===== src/rtl/core/tft_pkg.sv =====
package tft_pkg;

  // Table geometry
  localparam int unsigned ENTRIES = 16;
  localparam int unsigned IDX_W   = (ENTRIES > 1) ? $clog2(ENTRIES) : 1;

  // Field widths
  localparam int unsigned CMD_W  = 2;
  localparam int unsigned KEY_W  = 16;
  localparam int unsigned TIME_W = 16;

  // Stream data widths, padded to whole bytes
  localparam int unsigned IN_BITS  = CMD_W + KEY_W + 2 * TIME_W;
  localparam int unsigned IN_W     = ((IN_BITS + 7) / 8) * 8;
  localparam int unsigned OUT_BITS = 2;
  localparam int unsigned OUT_W    = 8;

  // Command codes
  typedef enum logic [CMD_W-1:0] {
    CMD_ADD    = 2'd0,
    CMD_REMOVE = 2'd1,
    CMD_QUERY  = 2'd2,
    CMD_TICK   = 2'd3
  } cmd_e;

endpackage


===== src/rtl/core/timed_flag_table_core.sv =====
// Flow: a command beat is taken in ST_IDLE, ST_SCAN visits every entry, ST_APPLY acts on
//   the chosen entry and registers the result, and ST_OUT holds it until m_axis_tready_i.
// Throughput: one entry is visited per cycle by a single key compare / 16-bit subtract unit,
//   and the input is not ready until the result is taken: one command at a time.
// Reset: rst_ni (asynchronous, active low) clears every valid bit and the sequencer at once;
//   no clearing pass is needed and the block is ready in the first cycle after reset.
module timed_flag_table_core (
  input  logic                     clk_i,
  input  logic                     rst_ni,
  // Command beat
  input  logic                     s_axis_tvalid_i,
  output logic                     s_axis_tready_o,
  // tdata: command[1:0], flag_id[17:2], duration[33:18], elapsed[49:34], zero pad
  input  logic [tft_pkg::IN_W-1:0] s_axis_tdata_i,
  // Result beat
  output logic                     m_axis_tvalid_o,
  input  logic                     m_axis_tready_i,
  // tdata: present[0], add_dropped[1], zero pad
  output logic [tft_pkg::OUT_W-1:0] m_axis_tdata_o
);

  localparam int unsigned IW = tft_pkg::IDX_W;
  localparam int unsigned KW = tft_pkg::KEY_W;
  localparam int unsigned TW = tft_pkg::TIME_W;
  localparam logic [IW-1:0] LAST_IDX = IW'(tft_pkg::ENTRIES - 1);

  typedef enum logic [1:0] {
    ST_IDLE,
    ST_SCAN,
    ST_APPLY,
    ST_OUT
  } state_e;

  // Entry storage
  logic [tft_pkg::ENTRIES-1:0] valid_q;
  logic [KW-1:0] key_mem [tft_pkg::ENTRIES];
  logic [TW-1:0] dur_mem [tft_pkg::ENTRIES];
  logic [TW-1:0] rem_mem [tft_pkg::ENTRIES];

  // Sequencer state
  state_e          state_q;
  tft_pkg::cmd_e   cmd_q;
  logic [KW-1:0]   key_q;
  logic [TW-1:0]   dur_q;
  logic [TW-1:0]   el_q;
  logic [IW-1:0]   idx_q;
  logic            hit_q;
  logic [IW-1:0]   hit_idx_q;
  logic            free_q;
  logic [IW-1:0]   free_idx_q;
  logic [tft_pkg::OUT_W-1:0] out_q;

  // Shared entry read port, data registered from the address so that it lines up with rd_idx_q
  logic [IW-1:0] rd_idx_d;
  logic [IW-1:0] rd_idx_q;
  logic [KW-1:0] rd_key_q;
  logic [TW-1:0] rd_dur_q;
  logic [TW-1:0] rd_rem_q;
  logic          rd_valid;

  // Shared compare / subtract unit
  logic          key_eq;
  logic [TW:0]   diff;
  logic          expire;

  // Write controls
  logic          we_set_valid;
  logic          we_clr_valid;
  logic          we_key;
  logic          we_dur;
  logic          we_rem;
  logic [IW-1:0] wr_idx;
  logic [TW-1:0] wr_rem;
  logic          present;
  logic          dropped;

  // Pick the entry to read next: the next scan slot, or the entry the command acts on
  always_comb begin
    rd_idx_d = rd_idx_q;
    case (state_q)
      ST_IDLE: begin
        rd_idx_d = '0;
      end
      ST_SCAN: begin
        if (idx_q != LAST_IDX) begin
          rd_idx_d = idx_q + 1'b1;
        end else if (hit_q) begin
          rd_idx_d = hit_idx_q;
        end else if (key_eq || !free_q) begin
          rd_idx_d = idx_q;
        end else begin
          rd_idx_d = free_idx_q;
        end
      end
      default: begin
      end
    endcase
  end

  assign rd_valid = valid_q[rd_idx_q];

  assign key_eq = rd_valid && (rd_key_q == key_q);
  assign diff   = {1'b0, rd_rem_q} - {1'b0, el_q};
  assign expire = diff[TW] || (diff[TW-1:0] == '0);

  // Decide the write for this cycle
  always_comb begin
    we_set_valid = 1'b0;
    we_clr_valid = 1'b0;
    we_key       = 1'b0;
    we_dur       = 1'b0;
    we_rem       = 1'b0;
    wr_idx       = rd_idx_q;
    wr_rem       = dur_q;
    present      = 1'b0;
    dropped      = 1'b0;
    case (state_q)
      ST_SCAN: begin
        // age one timed, running entry
        if (cmd_q == tft_pkg::CMD_TICK && rd_valid && rd_dur_q != '0 && rd_rem_q != '0) begin
          if (expire) begin
            we_clr_valid = 1'b1;
          end else begin
            we_rem = 1'b1;
            wr_rem = diff[TW-1:0];
          end
        end
      end
      ST_APPLY: begin
        case (cmd_q)
          tft_pkg::CMD_ADD: begin
            if (hit_q) begin
              we_dur = 1'b1;
              we_rem = 1'b1;
            end else if (free_q) begin
              we_set_valid = 1'b1;
              we_key       = 1'b1;
              we_dur       = 1'b1;
              we_rem       = 1'b1;
            end else begin
              dropped = 1'b1;
            end
          end
          tft_pkg::CMD_REMOVE: begin
            if (hit_q) begin
              if (rd_dur_q != '0) begin
                we_rem = 1'b1;
                wr_rem = rd_dur_q;
              end else begin
                we_clr_valid = 1'b1;
              end
            end
          end
          tft_pkg::CMD_QUERY: begin
            present = hit_q && (rd_rem_q != '0 || rd_dur_q == '0);
          end
          default: begin
          end
        endcase
      end
      default: begin
      end
    endcase
  end

  // Entry payload writes and registered read
  always_ff @(posedge clk_i) begin
    if (we_key) begin
      key_mem[wr_idx] <= key_q;
    end
    if (we_dur) begin
      dur_mem[wr_idx] <= dur_q;
    end
    if (we_rem) begin
      rem_mem[wr_idx] <= wr_rem;
    end
    rd_key_q <= key_mem[rd_idx_d];
    rd_dur_q <= dur_mem[rd_idx_d];
    rd_rem_q <= rem_mem[rd_idx_d];
  end

  // Valid bits
  always_ff @(posedge clk_i or negedge rst_ni) begin
    if (!rst_ni) begin
      valid_q <= '0;
    end else if (we_set_valid) begin
      valid_q[wr_idx] <= 1'b1;
    end else if (we_clr_valid) begin
      valid_q[wr_idx] <= 1'b0;
    end
  end

  // Sequencer and result register
  always_ff @(posedge clk_i or negedge rst_ni) begin
    if (!rst_ni) begin
      state_q    <= ST_IDLE;
      cmd_q      <= tft_pkg::CMD_ADD;
      key_q      <= '0;
      dur_q      <= '0;
      el_q       <= '0;
      idx_q      <= '0;
      hit_q      <= 1'b0;
      hit_idx_q  <= '0;
      free_q     <= 1'b0;
      free_idx_q <= '0;
      out_q      <= '0;
      rd_idx_q   <= '0;
    end else begin
      rd_idx_q <= rd_idx_d;
      case (state_q)
        ST_IDLE: begin
          // take a command beat
          if (s_axis_tvalid_i) begin
            cmd_q   <= tft_pkg::cmd_e'(s_axis_tdata_i[tft_pkg::CMD_W-1:0]);
            key_q   <= s_axis_tdata_i[tft_pkg::CMD_W +: KW];
            dur_q   <= s_axis_tdata_i[tft_pkg::CMD_W + KW +: TW];
            el_q    <= s_axis_tdata_i[tft_pkg::CMD_W + KW + TW +: TW];
            idx_q   <= '0;
            hit_q   <= 1'b0;
            free_q  <= 1'b0;
            state_q <= ST_SCAN;
          end
        end
        ST_SCAN: begin
          // note the first matching and the first free entry
          if (key_eq && !hit_q) begin
            hit_q     <= 1'b1;
            hit_idx_q <= idx_q;
          end
          if (!rd_valid && !free_q) begin
            free_q     <= 1'b1;
            free_idx_q <= idx_q;
          end
          if (idx_q == LAST_IDX) begin
            state_q <= ST_APPLY;
          end else begin
            idx_q <= idx_q + 1'b1;
          end
        end
        ST_APPLY: begin
          out_q   <= {{(tft_pkg::OUT_W - tft_pkg::OUT_BITS){1'b0}}, dropped, present};
          state_q <= ST_OUT;
        end
        ST_OUT: begin
          // hold the result until it is taken
          if (m_axis_tready_i) begin
            state_q <= ST_IDLE;
          end
        end
        default: begin
          state_q <= ST_IDLE;
        end
      endcase
    end
  end

  assign s_axis_tready_o = (state_q == ST_IDLE);
  assign m_axis_tvalid_o = (state_q == ST_OUT);
  assign m_axis_tdata_o  = out_q;

endmodule


===== config.mk =====
export PLATFORM = sky130hd
export DESIGN_NAME = timed_flag_table_core
export DESIGN_NICKNAME = d
export VERILOG_FILES = /design/src/rtl/core/tft_pkg.sv /design/src/rtl/core/timed_flag_table_core.sv
export SDC_FILE = /design/constraint.sdc
export NUM_CORES = 1
export LEC_CHECK = 0
export BUFFER_PORTS_ARGS = -buffer_cell sky130_fd_sc_hd__buf_2
export CORE_ASPECT_RATIO = 0.6
export CORE_MARGIN = 8
export CORE_UTILIZATION = 45
export DETAILED_ROUTE_END_ITERATION = 8
export PLACE_DENSITY = 0.72
export SETUP_SLACK_MARGIN = 0.3
export SYNTH_ARGS = -nofsm -noshare
export SYNTH_HDL_FRONTEND = slang
export SYNTH_SLANG_ARGS = --single-unit

===== constraint.sdc =====
create_clock -name clk_i -period 5.31 [get_ports clk_i]
set_clock_uncertainty 0.1 [all_clocks]
set_input_delay 1.062 -clock clk_i [delete_from_list [all_inputs] [get_ports clk_i]]
set_output_delay 1.062 -clock clk_i [all_outputs]
set_load 0.005 [all_outputs]

Word level (Yosys, flattened, before mapping)
Memory sizes are Yosys's and may differ from the RTL's. A register that Yosys moved wholly into a read port is not among the register bits.
Cells that the tools add are included.
{"block": "word_totals", "output_inout_bits": 10, "word_cells": 124, "register_bits": 88, "ram_bits": 768, "input_bits": 60, "n_memories": 3}
{"block": "op_classes", "n_lt_le_gt_ge": 2, "muxes": 57, "n_addsub": 2, "n_reduce_logical": 29, "bitwise_logic": 3, "n_eq_ne": 15}
{"memory": "dur_mem", "depth": 16, "width": 16, "read_ports": 1, "rd_clocked_by_memory_dff": 1, "write_ports": 1, "line_no": "timed_flag_table_core.sv:37", "source": "logic [TW-1:0] dur_mem [tft_pkg::ENTRIES];"}
{"memory": "key_mem", "depth": 16, "width": 16, "read_ports": 1, "rd_clocked_by_memory_dff": 1, "write_ports": 1, "line_no": "timed_flag_table_core.sv:36", "source": "logic [KW-1:0] key_mem [tft_pkg::ENTRIES];"}
{"memory": "rem_mem", "depth": 16, "width": 16, "read_ports": 1, "rd_clocked_by_memory_dff": 1, "write_ports": 1, "line_no": "timed_flag_table_core.sv:38", "source": "logic [TW-1:0] rem_mem [tft_pkg::ENTRIES];"}
{"cell": "$mux W16", "count": 7}
{"cell": "$logic_not A16 Y1", "count": 2}
{"cell": "$pmux W16 S2", "count": 1}
{"cell": "$reduce_bool A16 Y1", "count": 2}
{"cell": "$mux W1", "count": 31}
{"cell": "$mux W4", "count": 5}
{"cell": "$sub A16 B16 Y17", "count": 1}
{"cell": "$and A16 B16 Y16", "count": 1}
{"cell": "$eq A16 B16 Y1", "count": 1}
{"cell": "$not A16 Y16", "count": 1}
{"cell": "$or A16 B16 Y16", "count": 1}
{"cell": "$pmux W4 S2", "count": 2}
{"cell": "$reduce_and A3 Y1", "count": 4}
{"cell": "$ne A2 B2 Y1 const B", "count": 5}
{"cell": "$pmux W1 S2", "count": 5}
{"cell": "$eq A2 B2 Y1 const B", "count": 4}
{"cell": "$logic_and A1 B1 Y1", "count": 8}
{"cell": "$pmux W2 S4", "count": 1}
{"cell": "$mux W2", "count": 3}
{"cell": "$reduce_and A2 Y1", "count": 3}
{"cell": "$lt A4 B5 Y1 const B", "count": 1}
{"cell": "$add A4 B1 Y4 const B", "count": 1}
{"cell": "$bmux W1 S4", "count": 1}
{"cell": "$demux W1 S4", "count": 1}
{"cell": "other kinds (9)", "count": 16}

Depth between registers and ports, before layout
{"block": "depth", "ltp_word": 9, "depth_mapped": 14, "ltp_nobuf": 12}

Worst setup path before layout
Ideal clock, no wire load.
{"block": "synth_path", "path_kind": "reg-to-reg", "start": "register el_q[0]", "end": "memory rem_mem[12][0] (netlist name), enable pin", "setup_slack_ns": 1.472, "required_time_ns": 4.822, "period_less_slack_ns": 3.838, "arrival_time_ns": 3.350, "path_stages_with_launch": 14, "setup_time_ns": 0.388, "path_buffers": 2, "cell_sequence": "dfrtp_1 > ha_1 > fa_1 > nor2b_1 > o31a_1 > o21ai_1 > a31oi_1 > a211o_1 > a21oi_1 > a31oi_1 > buf_2 > a32oi_2 > buf_2 > nor2_1"}
{"block": "synth_between", "elab_chain_cells": 8}
{"element": "from (decl)", "line_no": "timed_flag_table_core.sv:45", "source": "logic [TW-1:0] el_q;"}
{"element": "from (signal assigned)", "line_no": "timed_flag_table_core.sv:217", "source": "el_q <= s_axis_tdata_i[tft_pkg::CMD_W + KW + TW +: TW];"}
{"element": "$sub A16 B16 Y17 (*)", "line_no": "timed_flag_table_core.sv:103", "source": "assign diff = {1'b0, rd_rem_q} - {1'b0, el_q};"}
{"element": "$logic_not A16 Y1", "line_no": "timed_flag_table_core.sv:104", "source": "assign expire = diff[TW] || (diff[TW-1:0] == '0);"}
{"element": "$logic_or A1 B1 Y1 (*)", "line_no": "timed_flag_table_core.sv:104"}
{"element": "$mux W1 (*)", "line_no": "timed_flag_table_core.sv:121", "source": "if (expire) begin"}
{"element": "$mux W1 (*)", "line_no": "timed_flag_table_core.sv:120", "source": "if (cmd_q == tft_pkg::CMD_TICK && rd_valid && rd_dur_q != '0 && rd_rem_q != '0) begin"}
{"element": "$pmux W1 S2 (*)", "line_no": "timed_flag_table_core.sv:117", "source": "case (state_q)"}
{"element": "$mux W1 (*)", "line_no": "timed_flag_table_core.sv:174", "source": "if (we_rem) begin"}
{"element": "$mux W1 (not written as such) (*)", "line_no": "timed_flag_table_core.sv:175", "source": "rem_mem[wr_idx] <= wr_rem;"}
{"element": "to (decl)", "line_no": "timed_flag_table_core.sv:38"}
Mark *: on every way between the ends. The rest lies on a longest branch, timed or not.

Worst setup path after layout
{"block": "layout_path", "start": "register rd_rem_q[6], read port of rem_mem", "end": "memory rem_mem[7][13] (netlist name), enable pin"}
{"block": "layout_between", "elab_chain_cells": 8, "word_cells_on_any_way": 10, "classes_between": "1 x add/sub; 5 x mux; 4 x reduce/logical"}
{"element": "from (decl)", "line_no": "timed_flag_table_core.sv:58", "source": "logic [TW-1:0] rd_rem_q;"}
{"element": "$sub A16 B16 Y17", "line_no": "timed_flag_table_core.sv:103"}
{"element": "$logic_not A16 Y1", "line_no": "timed_flag_table_core.sv:104"}
{"element": "$logic_or A1 B1 Y1", "line_no": "timed_flag_table_core.sv:104"}
{"element": "$mux W1", "line_no": "timed_flag_table_core.sv:121"}
{"element": "$mux W1 (*)", "line_no": "timed_flag_table_core.sv:120"}
{"element": "$pmux W1 S2 (*)", "line_no": "timed_flag_table_core.sv:117"}
{"element": "$mux W1 (*)", "line_no": "timed_flag_table_core.sv:174"}
{"element": "$mux W1 (not written as such) (*)", "line_no": "timed_flag_table_core.sv:175"}
Marked as above.

==> impl_metrics.tcl <==
set metrics [dict create \
    path_cells "ha_1 > a21oi_1 > o211ai_1 > a221oi_1 > a21boi_0 > a211oi_1 > nor4_1 > a31oi_1 > a32oi_2 > buf_4 > nor2_2" \
    worst-setup-path-type "reg2reg" \
    powerDensity_mw_per_mm2 617 \
    cts_made_buffers 80 \
    setup_violations 0 \
    cts_max_level 3 \
    cts_num_sinks 904 \
    grt_pass1_wl_mm 132 \
    postCtsHoldBufs 0 \
    dp_hpwl_mm 52.7 \
    postSynthAreaPerCell_um2 15.4 \
    use_met2_pct 28.1 \
    fin_tns_setup_ns 0 \
    synth.distinct_cells 66 \
    final_cell_mix "edfxtp_1 (768), mux2_2 (248), nand2_1 (242), o211ai_1 (211), mux2i_1 (203)" \
    crit_required_ns 5.48 \
    grt_usage_pct 18.7 \
    synthArstFlopShare_pct 9.73 \
    cp_data_arrival_time_ns 4.67 \
    cts_setup_buffers 0 \
    yosysWarnings 0 \
    layout.nets 2601 \
    met1_usage_pct 27.7 \
    synth_area_leader_cell "edfxtp_1" \
    num_vias 21400 \
    slew_headroom_pct 13.9 \
    reg2reg_to "rem_mem[7][13]" \
    cpLargestDelayFamily "compound AO/OA/AOI/OAI gates" \
    maxCapViolCount 0 \
    yosysSeqAreaShare_pct 70.4 \
    drv_slew 0 \
    synthesis.area_mm2 0.0373 \
    cellLeakagePower_nw 14.5 \
    final_core_util_pct 51.1 \
    whs_ns 0.355 \
    core_mm2 0.0818 \
    gp_congestion 0.917 \
    hp-class "in2async" \
    synth_area_leaders "edfxtp_1 (62%), mux2_2 (7.5%), dfrtp_1 (5.9%), mux2i_1 (5.5%), o211ai_1 (4.3%)" \
    cp_num_buf_inv 1 \
    finalWirelength_mm 88.1 \
    fmax_mhz 222 \
    root_buffer "clkbuf_16" \
    die_w_um 388 \
    die_area_mm2 0.0926 \
    avgRoutedWirePerCell_um 24.0 \
    final_area_mm2 0.0418 \
    critPathLaunch "rd_rem_q[6]" \
    areaGrowthSynthToFinish_pct 12.0 \
    placed_cell_area_mm2 0.0391 \
    synth_edf_count 768 \
    start_util_pct 45.6 \
    r2r-start "rd_rem_q[6]" \
    outcome "completed" \
    die_y_um 239 \
    synth-main-ff-cell "edfxtp_1" \
    remaining_drc_errors 0 \
    synth_top_cell_area_share_pct 61.9 \
    pin_count 70 \
    cp-start-kind "flop" \
    synthCells 2426 \
    worst_slew_pin_slew_ns 1.29 \
    grt_antenna_before_repair 2 \
    routed_via_density 5.83 \
    first_global_vias 21100 \
    busiest_layer "met2" \
    peakVddDrop_mv 0.434 \
    synth-seq-cells 904 \
    clockBufferDepth 3 \
    final_common_cell "edfxtp_1" \
    cp.depth 11 \
    rsz0062_at_grt "false" \
    cts_tree "done" \
    drive_gt1_share_pct 22.6 \
    cp_slowest_cell "nor2_2" \
    hold_violations 0 \
    clkSlewWorstSetupHoldPaths_ns 0.07 \
    port_buffers 57 \
    cts-resized-gates 0 \
    clock_insertion_delay_worst_skew_ns 0.69 \
    grt_max_degree 149 \
    min_period_ns 4.50 \
    endpoint_kind "flop" \
    fp-row-count 81 \
    drt_iter0_markers 2291 \
    firstDrtPassIters 5 \
    finalCritPeriodShare_pct 84.7 \
    crit_path_end "rem_mem[7][13]" \
    reg2reg_slack_ns 0.81 \
    critPathMaxFanout 16 \
    grtUsageMet3_pct 4.48 \
    max_stage_delay_ns 1.00 \
    grt_overflow 0 \
    ant_nets 0 \
    reg2reg_depth 11 \
    finalPower_mw 25.7 \
]
-- synthesized netlist by cell type (3+ instances only) --
library cell / number
a21boi_0: 3
a21o_1: 4
a21oi_1: 49
a22o_1: 5
a22oi_1: 7
a31oi_1: 4
and2_1: 4
and3_1: 9
buf_1: 4
buf_2: 61
buf_4: 35
buf_6: 8
clkbuf_1: 38
dfrtp_1: 88
dfxtp_1: 48
edfxtp_1: 768
ha_1: 21
inv_1: 45
mux2_2: 248
mux2i_1: 203
mux4_2: 3
nand2_1: 243
nand2b_1: 5
nand3_1: 23
nand4_1: 56
nor2_1: 75
nor2b_1: 10
nor3_1: 7
nor4_1: 13
o2111ai_1: 3
o211ai_1: 211
o21a_1: 9
o21ai_0: 31
o21ai_1: 12
o31a_1: 3
or2_2: 3
or4_1: 7
xor2_1: 22
-- registers in the layout, summed over array words and instances, names as in the netlist, named ones only --
signal          cells
cmd_q               2
dur_mem           256
dur_q              16
el_q               16
free_idx_q          4
free_q              1
hit_idx_q           4
hit_q               1
idx_q               4
key_mem           256
key_q              16
m_axis_tdata_o      2
rd_dur_q           16
rd_idx_q            4
rd_key_q           16
rd_rem_q           16
rem_mem           256
state_q             2
-- layer usage --
metal / wire length (um) / vias up
met4: 1490 / 0
met5: 0 / -
met1: 40200 / 10800
met3: 8010 / 129
met2: 38400 / 918
li1: - / 9498
-- layout make-up --
type | count | area, um2
fillers | 6516 | 40000
diodes | 1 | 2.50
inverters | 46 | 173
clock buffers | 102 | 2150
well taps | 1079 | 1350
multi-input cells | 1335 | 10200
clock inverters | 47 | 505
repair buffers | 152 | 1130
flip-flops and latches | 904 | 26200
-- through the flow --
stage / worst slack [ns] / std cells
CTS: 0.863 / 3665
global route: 0.537 / 3665
finish: 0.810 / 3666
detailed placement: 0.929 / 3516
global placement: 0.988 / 3516
floorplan: 1.47 / 2431
-- report_power, final --
group / switching (mW) / leakage [nW] / internal (mW)
Sequential: 0.874 / 8.35 / 9.55
Clock: 2.61 / 1.29 / 3.24
Combinational: 5.84 / 4.83 / 3.63
Total: 9.32 / 14.5 / 16.4
-- cell families after synthesis --
family / after synthesis / share of synthesized area, %
AO/OA/AOI/OAI: 365 / 6.87
XOR/XNOR: 24 / 0.564
adder cells (fa/ha/maj): 22 / 0.759
buffers and inverters: 192 / 2.65
flip-flops: 904 / 70.4
multiplexers: 455 / 13.2
other: 1 / 0.0101
AND/OR/NAND/NOR: 463 / 5.59
-- how the worst min path moves through the flow --
stage                 start            to  cells past startpoint
2_1_floorplan  hit_idx_q[2]  hit_idx_q[2]                      1
3_3_place_gp   hit_idx_q[2]  hit_idx_q[2]                      1
3_5_place_dp   hit_idx_q[1]  hit_idx_q[1]                      1
4_1_cts              rst_ni     key_q[15]                      1
5_1_grt              rst_ni     key_q[15]                      1
6_report             rst_ni     key_q[15]                      1
No activity file was read; power rests on OpenSTA's default activity.
